===== src/hdl/uart_8n1_group_echo_defines.svh =====
// Assertion macros for the serial group echo block.
// Included by the top level; it depends on nothing else.
`ifndef UART_8N1_GROUP_ECHO_DEFINES_SVH
`define UART_8N1_GROUP_ECHO_DEFINES_SVH

// Same-cycle implication, checked outside reset.
`define U8GE_ASSERT_NOW(lbl, clk, rst_n, ante, cons) \
  lbl: assert property (@(posedge clk) disable iff (!rst_n) (ante) |-> (cons)) \
    else $error("Same-cycle check failed.");

// Next-cycle implication, checked outside reset.
`define U8GE_ASSERT_NEXT(lbl, clk, rst_n, ante, cons) \
  lbl: assert property (@(posedge clk) disable iff (!rst_n) (ante) |=> (cons)) \
    else $error("Next-cycle check failed.");

`endif


===== src/hdl/u8ge_pkg.sv =====
// Shared types and register codes for the serial group echo block.
// Used by the core and the top level; it depends on nothing.
package u8ge_pkg;

  localparam int BIT_PERIOD_W = 16;
  localparam int BYTE_W = 8;
  localparam int PADDR_W = 3;
  localparam int PDATA_W = 32;

  localparam logic REG_BIT_PERIOD = 1'b0;
  localparam logic REG_SEND_ORDER = 1'b1;

  localparam logic [BIT_PERIOD_W-1:0] BIT_PERIOD_RST = 16'd6076;
  localparam logic SEND_MSB_FIRST_RST = 1'b1;

  typedef struct packed {
    logic [BIT_PERIOD_W-1:0] bit_period;
    logic                    send_msb_first;
  } cfg_t;

  typedef struct packed {
    logic              tx_level;
    logic [BYTE_W-1:0] rx_byte;
    logic              rx_valid;
    logic              sending;
  } res_t;

endpackage


===== src/hdl/u8ge_in_if.sv =====
// Input channel of the serial group echo block: one line sample per item.
// Depends on nothing.
interface u8ge_in_if;
  logic valid;
  logic ready;
  logic rx_level;

  modport source (output valid, output rx_level, input ready);
  modport sink (input valid, input rx_level, output ready);
endinterface


===== src/hdl/u8ge_out_if.sv =====
// Result channel of the serial group echo block: one line result per item.
// Depends on nothing.
interface u8ge_out_if;
  logic       valid;
  logic       ready;
  logic       tx_level;
  logic [7:0] rx_byte;
  logic       rx_valid;
  logic       sending;

  modport source (output valid, output tx_level, output rx_byte, output rx_valid,
                  output sending, input ready);
  modport sink (input valid, input tx_level, input rx_byte, input rx_valid,
                input sending, output ready);
endinterface


===== src/hdl/u8ge_core.sv =====
// Receive/send sequencer of the serial group echo block and its byte store.
// Depends on u8ge_pkg for the configuration and result types.
module u8ge_core import u8ge_pkg::*; #(
  parameter int GROUP_BYTES = 4,
  parameter int DATA_BITS = 8
) (
  input  logic clk,
  input  logic rst_n,
  input  cfg_t cfg,
  input  logic step,
  input  logic rx_level,
  output res_t res
);

  localparam int BIDX_W = $clog2(DATA_BITS + 2);
  localparam int SLOT_W = (GROUP_BYTES > 1) ? $clog2(GROUP_BYTES) : 1;
  localparam logic [BIDX_W-1:0] LAST_DATA = BIDX_W'(DATA_BITS);
  localparam logic [BIDX_W-1:0] STOP_IDX = BIDX_W'(DATA_BITS + 1);
  localparam logic [BIDX_W-1:0] TOP_POS = BIDX_W'(DATA_BITS - 1);
  localparam logic [SLOT_W-1:0] LAST_SLOT = SLOT_W'(GROUP_BYTES - 1);

  typedef enum logic [1:0] {
    PH_IDLE = 2'd0,
    PH_RECV = 2'd1,
    PH_SEND = 2'd2
  } phase_t;

  phase_t                  phase_r, phase_nxt;
  logic [BIT_PERIOD_W-1:0] tick_r, tick_nxt, tick_inc;
  logic [BIDX_W-1:0]       bidx_r, bidx_nxt, bidx_dec, pos;
  logic [BYTE_W-1:0]       shift_r, shift_nxt;
  logic [SLOT_W-1:0]       slot_r, slot_nxt;
  logic [BYTE_W-1:0]       store_r [GROUP_BYTES];
  logic                    store_we;

  assign tick_inc = tick_r + BIT_PERIOD_W'(1);
  assign bidx_dec = bidx_r - BIDX_W'(1);
  assign pos = cfg.send_msb_first ? (TOP_POS - bidx_dec) : bidx_dec;

  always_comb begin
    phase_nxt = phase_r;
    tick_nxt = tick_r;
    bidx_nxt = bidx_r;
    shift_nxt = shift_r;
    slot_nxt = slot_r;
    store_we = 1'b0;
    res = '0;
    res.tx_level = 1'b1;
    unique case (phase_r)
      PH_SEND: begin
        res.sending = 1'b1;
        if (bidx_r == '0) begin
          res.tx_level = 1'b0;
        end else if (bidx_r > LAST_DATA) begin
          res.tx_level = 1'b1;
        end else if (int'(pos) < BYTE_W) begin
          res.tx_level = store_r[slot_r][pos[2:0]];
        end else begin
          res.tx_level = 1'b0;
        end
        tick_nxt = tick_inc;
        if (tick_inc >= cfg.bit_period) begin
          tick_nxt = '0;
          bidx_nxt = bidx_r + BIDX_W'(1);
          if (bidx_r == STOP_IDX) begin
            bidx_nxt = '0;
            slot_nxt = slot_r + SLOT_W'(1);
            if (slot_r == LAST_SLOT) begin
              slot_nxt = '0;
              phase_nxt = PH_IDLE;
            end
          end
        end
      end
      PH_RECV: begin
        tick_nxt = tick_inc;
        if (bidx_r == '0) begin
          if (tick_inc >= (cfg.bit_period >> 1)) begin
            tick_nxt = '0;
            bidx_nxt = BIDX_W'(1);
          end
        end else if (tick_inc >= cfg.bit_period) begin
          tick_nxt = '0;
          if (bidx_r <= LAST_DATA) begin
            if ((int'(bidx_dec) < BYTE_W) && rx_level) begin
              shift_nxt[bidx_dec[2:0]] = 1'b1;
            end
            bidx_nxt = bidx_r + BIDX_W'(1);
          end else begin
            res.rx_byte = shift_r;
            res.rx_valid = 1'b1;
            store_we = 1'b1;
            bidx_nxt = '0;
            slot_nxt = slot_r + SLOT_W'(1);
            phase_nxt = PH_IDLE;
            if (slot_r == LAST_SLOT) begin
              slot_nxt = '0;
              phase_nxt = PH_SEND;
            end
          end
        end
      end
      default: begin
        phase_nxt = PH_IDLE;
        if (!rx_level) begin
          phase_nxt = PH_RECV;
          tick_nxt = '0;
          bidx_nxt = '0;
          shift_nxt = '0;
        end
      end
    endcase
  end

  always_ff @(posedge clk) begin
    if (!rst_n) begin
      phase_r <= PH_IDLE;
      tick_r <= '0;
      bidx_r <= '0;
      shift_r <= '0;
      slot_r <= '0;
    end else if (step) begin
      phase_r <= phase_nxt;
      tick_r <= tick_nxt;
      bidx_r <= bidx_nxt;
      shift_r <= shift_nxt;
      slot_r <= slot_nxt;
    end
  end

  always_ff @(posedge clk) begin
    if (step && store_we) begin
      store_r[slot_r] <= shift_r;
    end
  end

endmodule


===== src/hdl/uart_8n1_group_echo.sv =====
// Top level of the serial group echo block: channels, register port, pipeline.
// Depends on u8ge_pkg, u8ge_in_if, u8ge_out_if, u8ge_core and the defines header.
//
// Each input item is one clock tick of the receive line (rx_level). Each item
// gives exactly one result item: the transmit line level for that tick, the
// received byte with its strobe on the tick a byte completes at mid stop bit,
// and a flag that is high while the group of bytes is echoed back.
// An accepted item passes an input register and the sequencer logic into an
// output register, from which its result is offered. One item is taken every
// cycle while the receiver takes results; the rate is set by the single sequencer
// step per tick between the input and output registers. When the receiver stalls,
// the output register holds its result; an empty input register takes one more
// item, then ready falls; no item is lost. Reset (rst_n low at a clock edge)
// empties both registers, returns the sequencer to waiting for a start bit, sets
// bit_period to 6076 and the send order to most significant first. Registers are
// written over the APB port (bit_period at 0x0, send_msb_first at 0x4); the user
// must do so only while the block is idle, which the block does not enforce. The
// byte store holds no reset value and is only read after it is written.
`include "uart_8n1_group_echo_defines.svh"

module uart_8n1_group_echo import u8ge_pkg::*; #(
  parameter int GROUP_BYTES = 4,
  parameter int DATA_BITS = 8
) (
  input  logic               clk,
  input  logic               rst_n,
  u8ge_in_if.sink            in_ch,
  u8ge_out_if.source         out_ch,
  input  logic               psel,
  input  logic               penable,
  input  logic               pwrite,
  input  logic [PADDR_W-1:0] paddr,
  input  logic [PDATA_W-1:0] pwdata,
  output logic [PDATA_W-1:0] prdata,
  output logic               pready
);

  cfg_t cfg_r;
  logic in_vld_r, in_rx_r;
  logic out_vld_r;
  res_t out_res_r, res;
  logic adv, step, cfg_we;

  assign pready = 1'b1;
  assign cfg_we = psel && penable && pwrite && pready;

  always_ff @(posedge clk) begin
    if (!rst_n) begin
      cfg_r.bit_period <= BIT_PERIOD_RST;
      cfg_r.send_msb_first <= SEND_MSB_FIRST_RST;
    end else if (cfg_we) begin
      unique case (paddr[2])
        REG_BIT_PERIOD: cfg_r.bit_period <= pwdata[BIT_PERIOD_W-1:0];
        REG_SEND_ORDER: cfg_r.send_msb_first <= pwdata[0];
      endcase
    end
  end

  always_comb begin
    unique case (paddr[2])
      REG_BIT_PERIOD: prdata = {{(PDATA_W-BIT_PERIOD_W){1'b0}}, cfg_r.bit_period};
      REG_SEND_ORDER: prdata = {{(PDATA_W-1){1'b0}}, cfg_r.send_msb_first};
    endcase
  end

  assign adv = !out_vld_r || out_ch.ready;
  assign in_ch.ready = !in_vld_r || adv;
  assign step = in_vld_r && adv;

  u8ge_core #(
    .GROUP_BYTES(GROUP_BYTES),
    .DATA_BITS(DATA_BITS)
  ) u_core (
    .clk(clk),
    .rst_n(rst_n),
    .cfg(cfg_r),
    .step(step),
    .rx_level(in_rx_r),
    .res(res)
  );

  always_ff @(posedge clk) begin
    if (!rst_n) begin
      in_vld_r <= 1'b0;
      out_vld_r <= 1'b0;
    end else begin
      if (in_ch.ready) begin
        in_vld_r <= in_ch.valid;
      end
      if (adv) begin
        out_vld_r <= in_vld_r;
      end
    end
  end

  always_ff @(posedge clk) begin
    if (in_ch.ready) begin
      in_rx_r <= in_ch.rx_level;
    end
    if (adv) begin
      out_res_r <= res;
    end
  end

  assign out_ch.valid = out_vld_r;
  assign out_ch.tx_level = out_res_r.tx_level;
  assign out_ch.rx_byte = out_res_r.rx_byte;
  assign out_ch.rx_valid = out_res_r.rx_valid;
  assign out_ch.sending = out_res_r.sending;

  `U8GE_ASSERT_NOW(a_no_rx_while_send, clk, rst_n, out_vld_r, !(out_res_r.rx_valid && out_res_r.sending))
  `U8GE_ASSERT_NOW(a_idle_line_high, clk, rst_n, out_vld_r && !out_res_r.sending, out_res_r.tx_level)
  `U8GE_ASSERT_NOW(a_byte_zero_no_strobe, clk, rst_n, out_vld_r && !out_res_r.rx_valid, out_res_r.rx_byte == '0)
  `U8GE_ASSERT_NEXT(a_stalled_item_kept, clk, rst_n, in_vld_r && !adv, in_vld_r)

endmodule

===== src/flat_wrapper.sv =====
// flat-port wrapper written by rule: the top's interface ports become plain ports
module uart_8n1_group_echo_flat import u8ge_pkg::*;
#(
  parameter int GROUP_BYTES = 4,
  parameter int DATA_BITS = 8
)
  (clk, rst_n, psel, penable, pwrite, paddr, pwdata, prdata, pready, in_ch_valid, in_ch_rx_level, in_ch_ready, out_ch_valid, out_ch_tx_level, out_ch_rx_byte, out_ch_rx_valid, out_ch_sending, out_ch_ready);
  u8ge_in_if in_ch_i ();
  u8ge_out_if out_ch_i ();
  input  logic clk;
  input  logic rst_n;
  input  logic psel;
  input  logic penable;
  input  logic pwrite;
  input  logic [PADDR_W-1:0] paddr;
  input  logic [PDATA_W-1:0] pwdata;
  output logic [PDATA_W-1:0] prdata;
  output logic pready;
  input wire logic [$bits(in_ch_i.valid)-1:0] in_ch_valid;
  input wire logic [$bits(in_ch_i.rx_level)-1:0] in_ch_rx_level;
  output wire logic [$bits(in_ch_i.ready)-1:0] in_ch_ready;
  output wire logic [$bits(out_ch_i.valid)-1:0] out_ch_valid;
  output wire logic [$bits(out_ch_i.tx_level)-1:0] out_ch_tx_level;
  output wire logic [$bits(out_ch_i.rx_byte)-1:0] out_ch_rx_byte;
  output wire logic [$bits(out_ch_i.rx_valid)-1:0] out_ch_rx_valid;
  output wire logic [$bits(out_ch_i.sending)-1:0] out_ch_sending;
  input wire logic [$bits(out_ch_i.ready)-1:0] out_ch_ready;
  assign in_ch_i.valid = in_ch_valid;
  assign in_ch_i.rx_level = in_ch_rx_level;
  assign in_ch_ready = in_ch_i.ready;
  assign out_ch_valid = out_ch_i.valid;
  assign out_ch_tx_level = out_ch_i.tx_level;
  assign out_ch_rx_byte = out_ch_i.rx_byte;
  assign out_ch_rx_valid = out_ch_i.rx_valid;
  assign out_ch_sending = out_ch_i.sending;
  assign out_ch_i.ready = out_ch_ready;
  uart_8n1_group_echo #(.GROUP_BYTES(GROUP_BYTES), .DATA_BITS(DATA_BITS)) u_core (.clk(clk), .rst_n(rst_n), .in_ch(in_ch_i), .out_ch(out_ch_i), .psel(psel), .penable(penable), .pwrite(pwrite), .paddr(paddr), .pwdata(pwdata), .prdata(prdata), .pready(pready));
endmodule

===== config.mk =====
export PLATFORM = sky130hd
export DESIGN_NAME = uart_8n1_group_echo_flat
export DESIGN_NICKNAME = d
export VERILOG_FILES = /design/src/hdl/u8ge_pkg.sv /design/src/hdl/u8ge_in_if.sv /design/src/hdl/u8ge_out_if.sv /design/src/hdl/u8ge_core.sv /design/src/hdl/uart_8n1_group_echo.sv /design/src/flat_wrapper.sv
export VERILOG_INCLUDE_DIRS = /design/src /design/src/hdl
export SDC_FILE = /design/constraint.sdc
export NUM_CORES = 1
export LEC_CHECK = 0
export BUFFER_PORTS_ARGS = -buffer_cell sky130_fd_sc_hd__buf_2
export CORE_MARGIN = 3
export CORE_UTILIZATION = 25
export DETAILED_ROUTE_END_ITERATION = 16
export SETUP_SLACK_MARGIN = 0.1
export SYNTH_ARGS = -nofsm -noshare
export SYNTH_HDL_FRONTEND = slang
export SYNTH_SLANG_ARGS = --single-unit

===== constraint.sdc =====
create_clock -name clk -period 3.52 [get_ports clk]
set_clock_uncertainty 0.05 [all_clocks]
set_input_delay 0.352 -clock clk [delete_from_list [all_inputs] [get_ports clk]]
set_output_delay 0.352 -clock clk [all_outputs]
set_load 0.1 [all_outputs]

==> out/summary.md, run 1 <==
The run finished with clean final reports. The number of enable-type register cells in the synthesized netlist is 44, and the number of antenna violations at the first check in global routing is 1. The count of inserted antenna diode cells was 0. The kind of critical path is register to register.

The fraction of final layout cells sized beyond drive strength 1 was 25.0%; the detailed placer's ending HPWL was 9410 µm. The sequential area share after synthesis is 44.9%, and the final cell utilization of the core is 31.2%. The worst-case IR drop observed on VDD is 0.290 mV. The number of design rule violations left after detail routing is 0.

Power density normalized to cell area: 393 nW/µm². Setup repair after global routing left no endpoint under its margin. The post-route standard cell area excluding fillers came out at 6420 µm². The later pin in the worst-skew pair is clocked with a latency of 0.35 ns.

The path category of the worst min-delay check was input pin to register. The boundary pin count is 89. For the worst setup path, the data required time is 3.54 ns. The part of the cycle the worst path needs is 93.6%, and the switching power summed over all nets is 0.721 mW. The logs give 194 for the number of DRC violations after detailed-routing iteration 0 and 2164 for the number of fill cells in the layout.

Cell row count: 52. Commonest non-fill, non-tap cell in the layout: sky130_fd_sc_hd__nand2_1. The relative contribution of the clock network to total power is 41.1%, and the area used by sequential logic in the layout is 2390 µm². The number of hold violations in the final report is 0, and the proportion of register bits with asynchronous set or reset after synthesis is 0%. After synthesis, the cell types taking the most area are sky130_fd_sc_hd__edfxtp_1, sky130_fd_sc_hd__dfxtp_1, sky130_fd_sc_hd__ha_1. Relative to the synthesized area, the layout overhead comes to 20.9%. The combinational cell fraction of total power is 11.9%, and the post-detailed-route wirelength per cell is 14.1 µm.

STA puts the critical path data arrival time at 3.32 ns. For this run, the number of Yosys warnings is 0. The relative max-transition margin was 56.2%. In this run, distinct cell masters in the synthesized netlist total 61. The core region is 20600 µm².

The count of input and output buffers works out to 53. The multi-input combinational cells in the finished layout cover a total of 2710 µm². For this run, the post-layout net count is 695. The worst setup path is launched from a register.

The top cell type by area accounts for 24.9% of the synthesized area. The cell taking the most area after synthesis was sky130_fd_sc_hd__edfxtp_1. Along the worst path, the maximum fanout reaches 6. Synthesis handed over a netlist of 533 instances. After detailed placement, the total cell area comes to 6010 µm². The via count of the first global-routing pass was 3793. Clock tree synthesis selected as its root buffer the cell sky130_fd_sc_hd__clkbuf_16. The internal power is 1.80 mW, and the post-synthesis area per instance is 9.96 µm². The die covers 23000 µm². The number of nets with antenna violations after detailed routing is 0, and the achievable frequency is 304 MHz. Routability-driven placement finished with a final weighted congestion of 0.797. The count of final max-slew check failures is 0. The dominant synthesized flop cell is sky130_fd_sc_hd__dfxtp_1. The number of flip-flops and latches in the synthesized netlist is 97, and the number of endpoints failing setup at the final stage is 0.

Counting the buffers created by CTS gives 9. Subtracting the final worst setup slack from the clock period gives 3.29 ns. In the routed layout, each cell is associated on average with a via count of 4.47.

Summing over every cut layer, the via total after detailed routing is 3964. The run gives 5310 µm² as the cell area after synthesis. Across the run, the number of max-cap violations was 0. Worst-margin pin slew: 0.654 ns. For this design the static power due to leakage is 2.67 nW.

Leaving out fill and tap cells, the most frequent cells in the layout are sky130_fd_sc_hd__nand2_1, sky130_fd_sc_hd__buf_2, sky130_fd_sc_hd__dfxtp_1. CTS built an H-tree with a depth of 3. The number of sinks on the clock net came out at 97.

After clock tree synthesis, the clock-pin slew on the worst setup and hold paths is 0.07 ns. The pin count of the biggest net entering global routing was 26; the final wirelength was 12500 µm. The setup TNS was 0 ns; the initial core utilization was 25.8%. The first global-routing pass estimated 20000 µm of wire. In this run, flip-flops and latches consume 47.0% of the power. The first detailed-routing pass took 4 iterations. Width of the die: 152 µm.

No sink is reached through more buffers than the 2 on the longest clock path. The worst setup path is captured at a register. After global routing the overflow that remains totals 0.

For this run, the total global-route usage over all layers was measured as 11.3%. In this run switching power makes up 28.6% of total power. TritonCTS built the clock tree.

The die height works out to 152 µm. The run gives 2.52 mW as the total chip power.
[layer usage]
layer	track usage (%)	routed length [µm]
met5	0	7
met1	15.0	5740
met4	4.09	231
met3	2.71	600
met2	18.1	5900
[path summary, 6_finish.rpt]
| check | from | end | slack, ns | cells past startpoint |
|---|---|---|---|---|
| hold / removal | in_ch_rx_level | u_core.in_rx_r | 0.13 | 1 |
| hold reg to reg | u_core.cfg_r[7] | u_core.cfg_r[7] | 0.41 | 2 |
| setup reg to reg | u_core.u_core.tick_r[5] | u_core.u_core.store_r[2][2] | 0.23 | 12 |
| setup / recovery | u_core.u_core.tick_r[5] | u_core.u_core.store_r[2][2] | 0.23 | 12 |
[final cells by class]
type	instances	area share, %
clock buffers	9	3.51
clock inverters	7	1.38
inverters	30	1.75
multi-input cells	382	42.2
flip-flops and latches	97	37.2
well taps	270	5.26
repair buffers	91	8.77
[synthesized netlist by cell type, drive strengths merged (2+ instances only)]
cell and number:
clkbuf 18, o21ai 27, a2111oi 3, inv 30
o21a 3, a211oi 6, xor2 5, conb 2
o31ai 2, nand2 79, nor4 4, nor2 40
nand3 9, nor2b 7, nand2b 3, ha 41
edfxtp 44, or2 5, a21oi 32, mux4 10
o221ai 2, nand4 8, mux2i 8, xnor2 14
o21bai 2, o2111ai 2, dfxtp 53, and3 5
nand3b 2, and2 9, nor3 7, o211ai 13
a21o 2, buf 19
[critical path: stages, from the launching register on]
cell                        delay, ns
sky130_fd_sc_hd__dfxtp_1         0.36
sky130_fd_sc_hd__nand4_1         0.19
sky130_fd_sc_hd__or2_4           0.32
sky130_fd_sc_hd__nor3_2          0.20
sky130_fd_sc_hd__xor2_1          0.10
sky130_fd_sc_hd__buf_4           0.16
sky130_fd_sc_hd__ha_1            0.30
sky130_fd_sc_hd__nand4_1         0.17
sky130_fd_sc_hd__a2111oi_4       0.32
sky130_fd_sc_hd__a21oi_4         0.13
sky130_fd_sc_hd__nor3b_4         0.32
sky130_fd_sc_hd__and3_1          0.24
sky130_fd_sc_hd__buf_4           0.15
[power groups by stage]
stage / logic, mW / clock network [mW] / registers [mW]
after floorplan: 0.227 / 0 / 1.24
after global placement: 0.295 / 0 / 1.21
after detailed placement: 0.295 / 0 / 1.21
after CTS: 0.298 / 1.07 / 1.19
after global routing: 0.317 / 1.10 / 1.19
final: 0.300 / 1.04 / 1.19
[timing repair]
item,CTS,global route
setup endpoints to repair,47,66
hold buffers,0,0
gates cloned,0,0
resized for setup,4,13
setup buffers,2,1
pin swaps,2,7
[flip-flops by register name, indices dropped and copies added, names as in the netlist, named ones only]
signal                  flops
u_core.cfg_r               17
u_core.in_rx_r              1
u_core.in_vld_r             1
u_core.out_ch.rx_byte       8
u_core.out_ch.rx_valid      1
u_core.out_ch.sending       1
u_core.out_ch.tx_level      1
u_core.out_ch.valid         1
u_core.u_core.bidx_r        4
u_core.u_core.phase_r       2
u_core.u_core.shift_r       8
u_core.u_core.slot_r        2
u_core.u_core.store_r      32
u_core.u_core.tick_r       16
[logic make-up after synthesis]
logic type,after synthesis,share of synthesized area (%)
other,2,0.141
XOR/XNOR,19,3.13
AO/OA/AOI/OAI,101,13.5
multiplexers,19,5.96
buffers and inverters,69,6.48
adder cells (fa/ha/maj),41,9.66
AND/OR/NAND/NOR,185,16.3
flip-flops,97,44.9
[through the flow]
| step | worst slack [ns] | hold WS (ns) | instances |
|---|---|---|---|
| 2_1_floorplan | 0.149 | 0.386 | 548 |
| 3_3_place_gp | 0.0628 | 0.394 | 867 |
| 3_5_place_dp | 0.00537 | 0.402 | 867 |
| 4_1_cts | 0.0947 | 0.115 | 885 |
| 5_1_grt | 0.0967 | 0.113 | 886 |
| 6_report | 0.226 | 0.126 | 886 |
Power figures use the tool's default switching activity.
==> run 2, diff against run 1 <==
--- a/config.mk
+++ b/config.mk
@@ -11,4 +11,5 @@
 export CORE_UTILIZATION = 25
 export DETAILED_ROUTE_END_ITERATION = 16
+export PLACE_DENSITY = 0.4
 export SETUP_SLACK_MARGIN = 0.1
 export SYNTH_ARGS = -nofsm -noshare
--- a/constraint.sdc
+++ b/constraint.sdc
@@ -3,3 +3,3 @@
 set_input_delay 0.352 -clock clk [delete_from_list [all_inputs] [get_ports clk]]
 set_output_delay 0.352 -clock clk [all_outputs]
-set_load 0.1 [all_outputs]
+set_load 0.005 [all_outputs]
==> run 2 against run 1 <==
Via count is 3.4% higher. Clock power about the same. Critical endpoint is now u_core.u_core.bidx_r[2]. Final cell count rose by 1.8%. Global-route usage increased by 1.6 points. Sequential power is essentially flat. Combinational power decreased by 54%. Die area unchanged. Flip-flop and latch count stayed put.
==> out/summary.md, run 2 (synthesis results as in run 1) <==
The run finished with clean final reports. The area enclosed by the die boundary is 23000 µm² (unchanged), and the cell row count is 52 (unchanged). Startpoint of the worst register-to-register path: u_core.u_core.tick_r[2]. The total number of nets in the final design is 711 (+2.3%).

Placement-stage worst setup slack: 0.00355 ns (-0.00183 ns). The post-route standard cell area excluding fillers was 6690 µm² (+4.2%); the hold path depth was 1 (unchanged). In the final layout, the registers with the most flip-flops are u_core.u_core.store_r x32, u_core.cfg_r x17, u_core.u_core.tick_r x16. The buffer depth of the longest clock path is 2 (unchanged), and the first-pass GRT wire length is 22500 µm (+12%). TritonCTS built the clock tree. The tools report the worst hold margin as 0.132 ns (+0.00593 ns). The core area was 20600 µm² (unchanged). The critical path goes through nand4_1 > nor3_4 > buf_6 > nand4_1 > xnor2_2 > buf_4 > ha_4 > and3_4 > a2111o_1 > a2111oi_4 > buf_4 > nor3_4 > buf_4 > mux2i_1. The total track usage was 12.9% (+1.6 points); the peak ir drop on the vdd network was 0.229 mV (-21%). The data arrival time of the critical path is 3.54 ns (+0.22 ns), and the quantity of hold-fixing buffers added after cts is 0 (unchanged). Flip-flop count of the largest register, all copies and words added: 32 (unchanged). The run gives 0 (unchanged) as the total grt overflow. The routability-driven placement congestion ratio was 0.785 (-1.5%); the die height was 152 µm (unchanged). The number of detailed-routing iterations run before antenna repair came out at 5 (+1).

The number of hold violations in the final report was 0 (unchanged); the power density normalized to cell area was 356 nW/µm² (-9.3%). The run gives 0 (unchanged) as the max-cap violation count. The number of vias per cell after detailed routing works out to 4.55 (+1.6%).

For the number of fill cells in the layout, the log shows 2159 (-0.23%). Minimum setup slack among reg-to-reg paths: 0.18 ns (-0.05 ns). The tools report the count of inserted antenna diode cells as 0 (unchanged). The number of sinks on the clock net was 97 (unchanged); the worst-margin pin slew was 0.678 ns (+0.0242 ns).

For the via count of the first global-routing pass, the log shows 3979 (+4.9%). The library cell contributing the largest single delay on the critical path was sky130_fd_sc_hd__a2111o_1. The count of input and output buffers is 53 (unchanged), and the largest fanout of any net on the critical path is 4 (-2). In this run the worst hold path is classified as input pin to register.

The length in cells of the worst reg-to-reg path was 14 (+2); the clock latency on the worst-skew pair was 0.35 ns (about the same). The cell seen most often among critical-path stages is sky130_fd_sc_hd__buf_4. The tools report the kind of launch point of the worst setup path as a register. The worst hold path begins at in_ch_rx_level. The post-detailed-route wirelength per cell is 16.0 µm (+13%). The worst register-to-register path ends at u_core.u_core.bidx_r[2]. Number of antenna violations at the first check in global routing: 0 (-1). Endpoint type of the worst setup path: a register. Kind of critical path: register to register. The clock input transition at the sequential cells of the worst setup and hold paths was 0.07 ns (about the same). The detailed placer's ending HPWL was 11100 µm (+18%); the number of H-tree levels was 3 (unchanged).

The time the worst path needs with I/O delays and setup was 3.34 ns (+0.0489 ns); the delay of the slowest cell on the worst path was 0.40 ns (+0.04 ns). The required arrival time at the worst endpoint came out at 3.71 ns (+0.17 ns). The achievable frequency came out at 299 MHz (-1.5%). Setup repair after global routing could not meet its margin everywhere. The number of vias in the routed layout was 4100 (+3.4%); the total chip power was 2.38 mW (-5.5%). Width of the die: 152 µm (unchanged).

Tracing the worst setup path back leads to its startpoint at u_core.u_core.tick_r[2]. The top cell types in the final layout, fill and taps aside, are sky130_fd_sc_hd__nand2_1, sky130_fd_sc_hd__buf_2, sky130_fd_sc_hd__buf_4. The count of final max-slew check failures is 0 (unchanged).

The run gives 25.8% (unchanged) as the initial core utilization. The number of nets with antenna violations after detailed routing was 0 (unchanged); the fraction of final layout cells sized beyond drive strength 1 was 29.3% (+4.3 points). The cell area after placement is 6120 µm² (+1.8%), and the pin count of the biggest net entering global routing is 26 (unchanged).

The tools report the master cell of the clock root buffer as sky130_fd_sc_hd__clkbuf_16. The tools report the number of design rule violations left after detail routing as 0 (unchanged). The part of the cycle the worst path needs works out to 95.0% (+1.4 points). The logs give 9 (unchanged) for the CTS buffer count and 2.79 nW (+4.5%) for the leakage component of the power.

The boundary pin count came out at 89 (unchanged). The top register by number of flip-flops was u_core.u_core.store_r. The final wirelength was 14400 µm (+15%); the relative max-transition margin was 54.7% (-1.5 points). The logs give 0.177 ns (-0.0489 ns) for the setup slack after layout and 203 (+4.6%) for the number of DRC violations after detailed-routing iteration 0.

The worst-case hold path end point is u_core.in_rx_r. From synthesis to final layout, the design area changed by 26.0%. Leaving out fill and tap cells, the most frequent cell in the layout is sky130_fd_sc_hd__nand2_1. The number of endpoints failing setup at the final stage is 0 (unchanged).
run 2: changes by cell type in the layout (fill, tap and decap cells not counted), moves of 3 or more:
| cell | change |
|---|---|
| sky130_fd_sc_hd__buf_4 | +12 |
| sky130_fd_sc_hd__buf_6 | +3 |
| sky130_fd_sc_hd__ha_1 | -4 |
| sky130_fd_sc_hd__ha_4 | +4 |
run 2: layer usage:
metal	routed length, µm	track usage (%)
met3	364	2.20
met1	7710	19.8
met5	0	0
met2	6140	18.3
met4	189	3.91
run 2: metrics by stage:
| stage | cells | util [%] | TNS, ns |
|---|---|---|---|
| CTS | 895 | 31.5 | 0 |
| global placement | 878 | 29.8 | -0.0239 |
| detailed placement | 878 | 29.8 | 0 |
| floorplan | 548 | - | 0 |
| finish | 902 | 32.5 | 0 |
| global route | 902 | 32.5 | 0 |
run 2: cell type report:
cell class / instances / area, µm² / area share (%)
Tap cell: 270 / 338 / 5.05
Inverter: 30 / 113 / 1.68
Clock buffer: 9 / 225 / 3.37
Sequential cell: 97 / 2390 / 35.7
Multi-Input combinational cell: 382 / 2830 / 42.3
Clock inverter: 7 / 91.3 / 1.37
Timing Repair Buffer: 107 / 707 / 10.6
run 2: where the power goes:
part,internal [mW],switching (mW),total (mW)
logic,0.0536,0.0832,0.137
clock network,0.574,0.488,1.06
registers,1.18,0.00636,1.19
run 2: timing repair:
item | CTS | global route
buffers inserted | 1 | 7
endpoints found under the setup margin | 55 | 73
cloned | 0 | 0
pin swaps | 4 | 18
resized for setup | 8 | 32
run 2: worst max-delay path: cells and delay by family, from the launching register on:
kind | cells | cell delay, ns
compound gates | 2 | 0.77
buf+inv | 4 | 0.67
simple gates | 5 | 0.83
xor+xnor | 1 | 0.26
fa+ha+maj | 1 | 0.20
mux | 1 | 0.12
flops | 1 | 0.33
run 2: worst max path at each step:
stage / depth (start not counted) / end
4_1_cts: 14 / u_core.u_core.bidx_r[2]
3_5_place_dp: 11 / u_core.u_core.store_r[1][2]
6_report: 14 / u_core.u_core.bidx_r[2]
3_3_place_gp: 11 / u_core.u_core.store_r[1][2]
5_1_grt: 15 / u_core.u_core.bidx_r[3]
2_1_floorplan: 11 / u_core.u_core.store_r[1][0]
